$ cat src/sv/wpcm_pkg.sv
// shared constants and types for the window peak counter
package wpcm_pkg;

    localparam int MAX_WINDOW = 1024;
    localparam int MAX_LENGTH = 65536;
    localparam int SAMPLE_W   = 32;
    localparam int LEN_W      = 11;
    localparam int CNT_W      = 10;
    localparam int IDX_W      = $clog2(MAX_LENGTH);
    localparam int START_W    = IDX_W + 1;
    localparam int CHAIN_LEN  = MAX_WINDOW - 2;
    localparam int POS_W      = $clog2(CHAIN_LEN);
    localparam int MIN_WINDOW = 3;
    localparam int ADDR_W     = 3;
    localparam int DATA_W     = 32;

    // register index, taken from the word address bit
    localparam logic REG_WINDOW_LEN = 1'b0;

    typedef struct packed {
        logic clr;
        logic shift;
    } t_cell_ctrl;

    typedef struct packed {
        logic             clr;
        logic             shift;
        logic             flag;
        logic [POS_W-1:0] ins_pos;
    } t_chain_ctrl;

endpackage

$ cat src/sv/window_peak_count_max_core.sv
// top level of the sliding-window peak counter
//
//  channel   | handshake                | payload
//  ----------+--------------------------+-------------------------------------
//  input     | i_in_valid / o_in_ready  | i_sample, i_last_sample
//  output    | o_out_valid / i_out_ready| o_piece_count, o_window_start
//  config    | psel/penable/pwrite      | paddr, pwdata, prdata (pready tied 1)
//
//  one sample per cycle; peak test, running count and best compare finish in
//  the cycle the sample is taken, the result lands in the output register
//  reset and every window_len write clear the sequence state and the whole
//  flag chain at once, so no clearing pass is needed
//  input stalls only while a result sits in the output register unread
module window_peak_count_max_core
    import wpcm_pkg::*;
(
    input  logic                i_clk,
    input  logic                i_rst_n,
    input  logic                psel,
    input  logic                penable,
    input  logic                pwrite,
    input  logic [ADDR_W-1:0]   paddr,
    input  logic [DATA_W-1:0]   pwdata,
    output logic [DATA_W-1:0]   prdata,
    output logic                pready,
    input  logic                i_in_valid,
    output logic                o_in_ready,
    input  logic [SAMPLE_W-1:0] i_sample,
    input  logic                i_last_sample,
    output logic                o_out_valid,
    input  logic                i_out_ready,
    output logic [LEN_W-1:0]    o_piece_count,
    output logic [START_W-1:0]  o_window_start
);

    logic [LEN_W-1:0]    r_win_len;
    logic [POS_W-1:0]    r_k_m1;
    logic [POS_W-1:0]    r_ins_pos;
    logic [SAMPLE_W-1:0] r_prev;
    logic [SAMPLE_W-1:0] r_prev2;
    logic [IDX_W-1:0]    r_idx;
    logic [CNT_W-1:0]    r_cnt;
    logic [CNT_W-1:0]    r_best;
    logic [IDX_W-1:0]    r_best_start;
    logic                r_out_valid;
    logic [LEN_W-1:0]    r_piece;
    logic [START_W-1:0]  r_start;

    logic [CNT_W-1:0]    n_cnt;
    logic [CNT_W-1:0]    n_best;
    logic [IDX_W-1:0]    n_best_start;

    logic                w_cfg_wr;
    logic [LEN_W-1:0]    w_wr_len;
    logic [LEN_W-1:0]    w_eff_len;
    logic                w_accept;
    logic                w_last;
    logic                w_peak;
    logic                w_drop;
    logic                w_complete;
    t_chain_ctrl         w_chain_ctrl;

    assign pready   = 1'b1;
    assign w_cfg_wr = psel && penable && pwrite && (paddr[2] == REG_WINDOW_LEN);
    assign w_wr_len = pwdata[LEN_W-1:0];

    always_comb begin
        priority if (w_wr_len < LEN_W'(MIN_WINDOW)) begin
            w_eff_len = LEN_W'(MIN_WINDOW);
        end else if (w_wr_len > LEN_W'(MAX_WINDOW)) begin
            w_eff_len = LEN_W'(MAX_WINDOW);
        end else begin
            w_eff_len = w_wr_len;
        end
    end

    assign prdata = (paddr[2] == REG_WINDOW_LEN) ? DATA_W'(r_win_len) : '0;

    always_ff @(posedge i_clk) begin
        if (!i_rst_n) begin
            r_win_len <= LEN_W'(MIN_WINDOW);
            r_k_m1    <= POS_W'(MIN_WINDOW - 1);
            r_ins_pos <= POS_W'(MAX_WINDOW - MIN_WINDOW);
        end else if (w_cfg_wr) begin
            r_win_len <= w_wr_len;
            r_k_m1    <= POS_W'(w_eff_len - LEN_W'(1));
            // entry cell so that a flag reaches the chain end after window_len-3 shifts
            r_ins_pos <= POS_W'(LEN_W'(MAX_WINDOW) - w_eff_len);
        end
    end

    assign o_in_ready = !r_out_valid || i_out_ready;
    assign w_accept   = i_in_valid && o_in_ready;
    assign w_last     = i_last_sample || (r_idx == IDX_W'(MAX_LENGTH - 1));

    // strict peak at the previous position, known once its right neighbor arrives
    assign w_peak = (r_idx >= IDX_W'(2)) && (r_prev > r_prev2) && (r_prev > i_sample);

    assign n_cnt      = r_cnt - CNT_W'(w_drop) + CNT_W'(w_peak);
    assign w_complete = (r_idx >= IDX_W'(r_k_m1));

    always_comb begin
        n_best       = r_best;
        n_best_start = r_best_start;
        if (w_complete && (n_cnt > r_best)) begin
            n_best       = n_cnt;
            n_best_start = r_idx - IDX_W'(r_k_m1);
        end
    end

    assign w_chain_ctrl.clr     = !i_rst_n || w_cfg_wr || (w_accept && w_last);
    assign w_chain_ctrl.shift   = w_accept;
    assign w_chain_ctrl.flag    = w_peak;
    assign w_chain_ctrl.ins_pos = r_ins_pos;

    wpcm_chain u_chain (
        .i_clk       (i_clk),
        .i_ctrl      (w_chain_ctrl),
        .o_drop_flag (w_drop)
    );

    always_ff @(posedge i_clk) begin
        if (!i_rst_n || w_cfg_wr || (w_accept && w_last)) begin
            r_prev       <= '0;
            r_prev2      <= '0;
            r_idx        <= '0;
            r_cnt        <= '0;
            r_best       <= '0;
            r_best_start <= '0;
        end else if (w_accept) begin
            r_prev       <= i_sample;
            r_prev2      <= r_prev;
            r_idx        <= r_idx + IDX_W'(1);
            r_cnt        <= n_cnt;
            r_best       <= n_best;
            r_best_start <= n_best_start;
        end
    end

    always_ff @(posedge i_clk) begin
        if (!i_rst_n) begin
            r_out_valid <= 1'b0;
        end else if (w_accept && w_last) begin
            r_out_valid <= 1'b1;
        end else if (i_out_ready) begin
            r_out_valid <= 1'b0;
        end
    end

    always_ff @(posedge i_clk) begin
        if (w_accept && w_last) begin
            r_piece <= LEN_W'(n_best) + LEN_W'(1);
            r_start <= START_W'(n_best_start) + START_W'(1);
        end
    end

    assign o_out_valid    = r_out_valid;
    assign o_piece_count  = r_piece;
    assign o_window_start = r_start;

endmodule

$ cat src/sv/wpcm_cell.sv
// one peak-flag cell of the delay chain
module wpcm_cell
    import wpcm_pkg::*;
(
    input  logic       i_clk,
    input  t_cell_ctrl i_ctrl,
    input  logic       i_sel,
    input  logic       i_ins_flag,
    input  logic       i_prev_flag,
    output logic       o_flag
);

    logic r_flag;

    always_ff @(posedge i_clk) begin
        if (i_ctrl.clr) begin
            r_flag <= 1'b0;
        end else if (i_ctrl.shift) begin
            r_flag <= i_sel ? i_ins_flag : i_prev_flag;
        end
    end

    assign o_flag = r_flag;

endmodule

$ cat src/sv/wpcm_chain.sv
// row of peak-flag cells; a flag enters at a window-dependent cell and leaves at the end
module wpcm_chain
    import wpcm_pkg::*;
(
    input  logic        i_clk,
    input  t_chain_ctrl i_ctrl,
    output logic        o_drop_flag
);

    logic [CHAIN_LEN-1:0] w_flag;
    t_cell_ctrl           w_cell_ctrl;

    assign w_cell_ctrl.clr   = i_ctrl.clr;
    assign w_cell_ctrl.shift = i_ctrl.shift;

    for (genvar g = 0; g < CHAIN_LEN; g++) begin : g_cell
        logic w_prev;
        logic w_sel;

        if (g == 0) begin : g_head
            assign w_prev = 1'b0;
        end else begin : g_body
            assign w_prev = w_flag[g-1];
        end

        assign w_sel = (i_ctrl.ins_pos == POS_W'(g));

        wpcm_cell u_cell (
            .i_clk       (i_clk),
            .i_ctrl      (w_cell_ctrl),
            .i_sel       (w_sel),
            .i_ins_flag  (i_ctrl.flag),
            .i_prev_flag (w_prev),
            .o_flag      (w_flag[g])
        );
    end

    // flag of the peak that just left the inside of the window
    assign o_drop_flag = w_flag[CHAIN_LEN-1];

endmodule

$ cat config.mk
export PLATFORM = sky130hd
export DESIGN_NAME = window_peak_count_max_core
export DESIGN_NICKNAME = d
export VERILOG_FILES = /design/src/sv/wpcm_pkg.sv /design/src/sv/window_peak_count_max_core.sv /design/src/sv/wpcm_cell.sv /design/src/sv/wpcm_chain.sv
export SDC_FILE = /design/constraint.sdc
export NUM_CORES = 2
export LEC_CHECK = 0
export BUFFER_PORTS_ARGS = -buffer_cell sky130_fd_sc_hd__clkbuf_2
export CAP_MARGIN = 20
export CORE_UTILIZATION = 57
export CTS_BUF_LIST = sky130_fd_sc_hd__clkbuf_8 sky130_fd_sc_hd__clkbuf_16
export CTS_CLUSTER_SIZE = 12
export DETAILED_ROUTE_END_ITERATION = 8
export PLACE_DENSITY = 0.74
export SETUP_SLACK_MARGIN = 0.5
export SYNTH_ARGS = -nofsm -noshare
export SYNTH_HDL_FRONTEND = slang
export SYNTH_SLANG_ARGS = --single-unit
$ cat constraint.sdc
create_clock -name i_clk -period 8.7 [get_ports i_clk]
set_input_delay 1.74 -clock i_clk [delete_from_list [all_inputs] [get_ports i_clk]]
set_output_delay 1.74 -clock i_clk [all_outputs]
set_load 0.03 [all_outputs]
==> metrics.txt <==
number of fillers in the final layout a little under 9000; Reg power frac 45.1%; internal reg-to-reg setup slack 1.91 ns; Post-Synthesis Cells 7001; cell area after synthesis 59200 um^2; top cells by area, synth dfxtp_1, a32oi_1, nand2_1; Final Max Slew Viols 0; Post-synth top cells nand2_1, dfxtp_1, a32oi_1; Comb pwr share 10.7%; global placement routability congestion 0.830; Post-CTS Setup Bufs 0; CP max-delay cell fa_1; Slew HR 13.5%; Critical Path AT 8.04 ns; register area share after synthesis around two fifths; Die ar. around 110000 um^2; Critical Path Max Stage Delay 0.41 ns; IO Count 138; final hold vios 0; Die X 324 um; initial antenna violation count 0; TritonCTS Buffers 132; Max FO, Critical Path 7; number of I/O port buffers about 90; Crit. End Element register; RSZ-0062 raised after global routing false; largest net degree at the start of global routing 270; HP Class reg2reg; final setup fails 0; Die Ht ~320 um; core region area 102000 um^2; Num Clock Sinks 1198; total grt overflow 0; pwr dens 197 nW/um^2; post_cts resized 0; Final min period 7.57 ns; routed wire length 160 mm; Synth top area share 39.6%; DRT Pass-1 Iters 6; placed cell areas 58700 um^2; Net Switching 3.38 mW; GRT Total Usage 29.0%; WL/cell 20.2 um; final instance area 63000 um^2; Synth area leader dfxtp_1; root buf cell clkbuf_16; ys flop type dfxtp_1; worst slew pin tran 1.30 ns; register bit total from synthesis between 1000 and 1500; drt via density 6.95; Starting Density 57.9%; Vias 55100; starting DRC count in detailed routing 6355; row count 117; total negative setup slack 0 ns; CTS Hold Bufs 0; worst vdd ir 0.000188 V; clock latency on the worst-skew pair 0.75 ns; Nets approximately 6600; count leader, synth nand2_1; clock network power share 44.2%; CP Data Required Time 9.17 ns; H-tree depth 4; Sw Share 27.2%; EDFF count, synth 28; clock buffer depth 3; share of layout cells above drive strength 1 between 6 and 7%; Synth-to-Final Area Change 6.41%; YS warnings 0; final core area utilization 61.6%; min setup slack post-route 1.13 ns; CTS tree yes; post-synthesis async set-or-reset flop share 0%; first-pass GRT wire length about 260 mm; vias in the first global route 49100; Int Power 9.05 mW; Power Total 12.4 mW; fmax between 100 and 150 MHz; period utilisation layout 87.0%; Clock transition at path regs roughly 0.060 ns; library cells used by synthesis 76; Setup Skew 0.0339 ns; # DRC 0; DP Worst Slack 0.468 ns; post-detail-place hpwl 86.1 mm; Avg Cell Area, Syn 8.46 um^2; Worst setup SP type primary input; CP Class in2reg; MaxCap Viol Count 0; leakage power 18.3 nW; diode count 0; antenna viol nets, final 0; status finished clean
## path summary, 6_finish.rpt
| kind | startpoint | to | depth (start not counted) |
|---|---|---|---|
| setup / recovery | i_sample[25] | o_window_start[14] | 31 |
| hold / removal | r_prev2[5] | r_prev2[5] | 2 |
| setup reg to reg | r_prev[25] | o_window_start[14] | 29 |
| hold reg to reg | r_prev2[5] | r_prev2[5] | 2 |
## critical path, delay by kind of cell
family	cells	cell delay, ns
AO/OA/AOI/OAI	16	3.42
buffers and inverters	3	0.17
adder cells (fa/ha/maj)	6	1.71
AND/OR/NAND/NOR	4	0.61
XOR/XNOR	2	0.38
## state kept, by name, summed over array words and instances (netlist names), 11 cells and up
| name | flops |
|---|---|
| u_chain.g_cell.u_cell.o_flag | 1022 |
| o_window_start | 17 |
| r_win_len | 11 |
| r_best_start | 16 |
| r_prev | 32 |
| r_idx | 16 |
| o_piece_count | 11 |
| r_prev2 | 32 |
## layer usage
metal,track usage (%),up-vias,routed length [um]
met5,0,-,0
met4,8.16,0,3370
met3,3.75,220,9920
met2,46.2,1780,74000
met1,41.1,27000,72600
li1,-,26200,-
## layout make-up
type	instances	area, um^2	share of cell area, %
tap	1368	1710	2.72
sequential	1198	24300	38.5
multi-input combinational	4862	31000	49.2
clock buffer	167	3840	6.10
timing repair buffer	167	1360	2.15
clock inverter	62	410	0.651
inverter	105	394	0.626
## through the flow
| step | instances | hold slack (ns) |
|---|---|---|
| after floorplan | 7021 | 0.425 |
| after global placement | 7699 | 0.439 |
| after detailed placement | 7699 | 0.443 |
| after CTS | 7928 | 0.454 |
| after global routing | 7929 | 0.467 |
| final | 7929 | 0.453 |
## power by group through the flow
stage          sequential (mW)  clock [mW]  combinational [mW]
2_1_floorplan             5.75           0                1.02
3_5_place_dp              5.73           0                1.31
4_1_cts                   5.60        5.57                1.32
6_report                  5.61        5.49                1.33
3_3_place_gp              5.72           0                1.30
5_1_grt                   5.61        5.79                1.45
## logic make-up after synthesis
family	synth area share [%]
xor gates and xnor gates	0.902
buffers and inverters	6.87
muxes	0.382
adders and majority gates	2.16
AOI/OAI and AO/OA	32.1
DFF	41.0
and+or+nand+nor	16.6
other	0.0127
## cell usage in the layout, fill, tap and decap left out, types with 5 or more instances in the layout
cell type / instances
mux2i_1: 17
mux2_2: 5
clkinv_2: 15
nor3_1: 19
inv_1: 139
edfxtp_1: 28
buf_4: 49
conb_1: 22
a21boi_0: 13
o31ai_1: 560
and2_1: 5
xnor2_1: 35
a211oi_1: 20
dfxtp_1: 1170
o41ai_1: 465
nand2b_1: 9
and3_1: 5
clkbuf_8: 30
clkbuf_16: 137
buf_12: 25
ha_1: 99
inv_6: 6
nand2_1: 1241
a32oi_1: 1021
nor2_1: 367
xor2_1: 26
clkbuf_2: 92
a21o_1: 37
nor2b_1: 28
o21a_1: 6
o21ai_0: 32
a21oi_1: 130
nand3_1: 593
nand4_1: 23
Power figures use the tool's default switching activity.
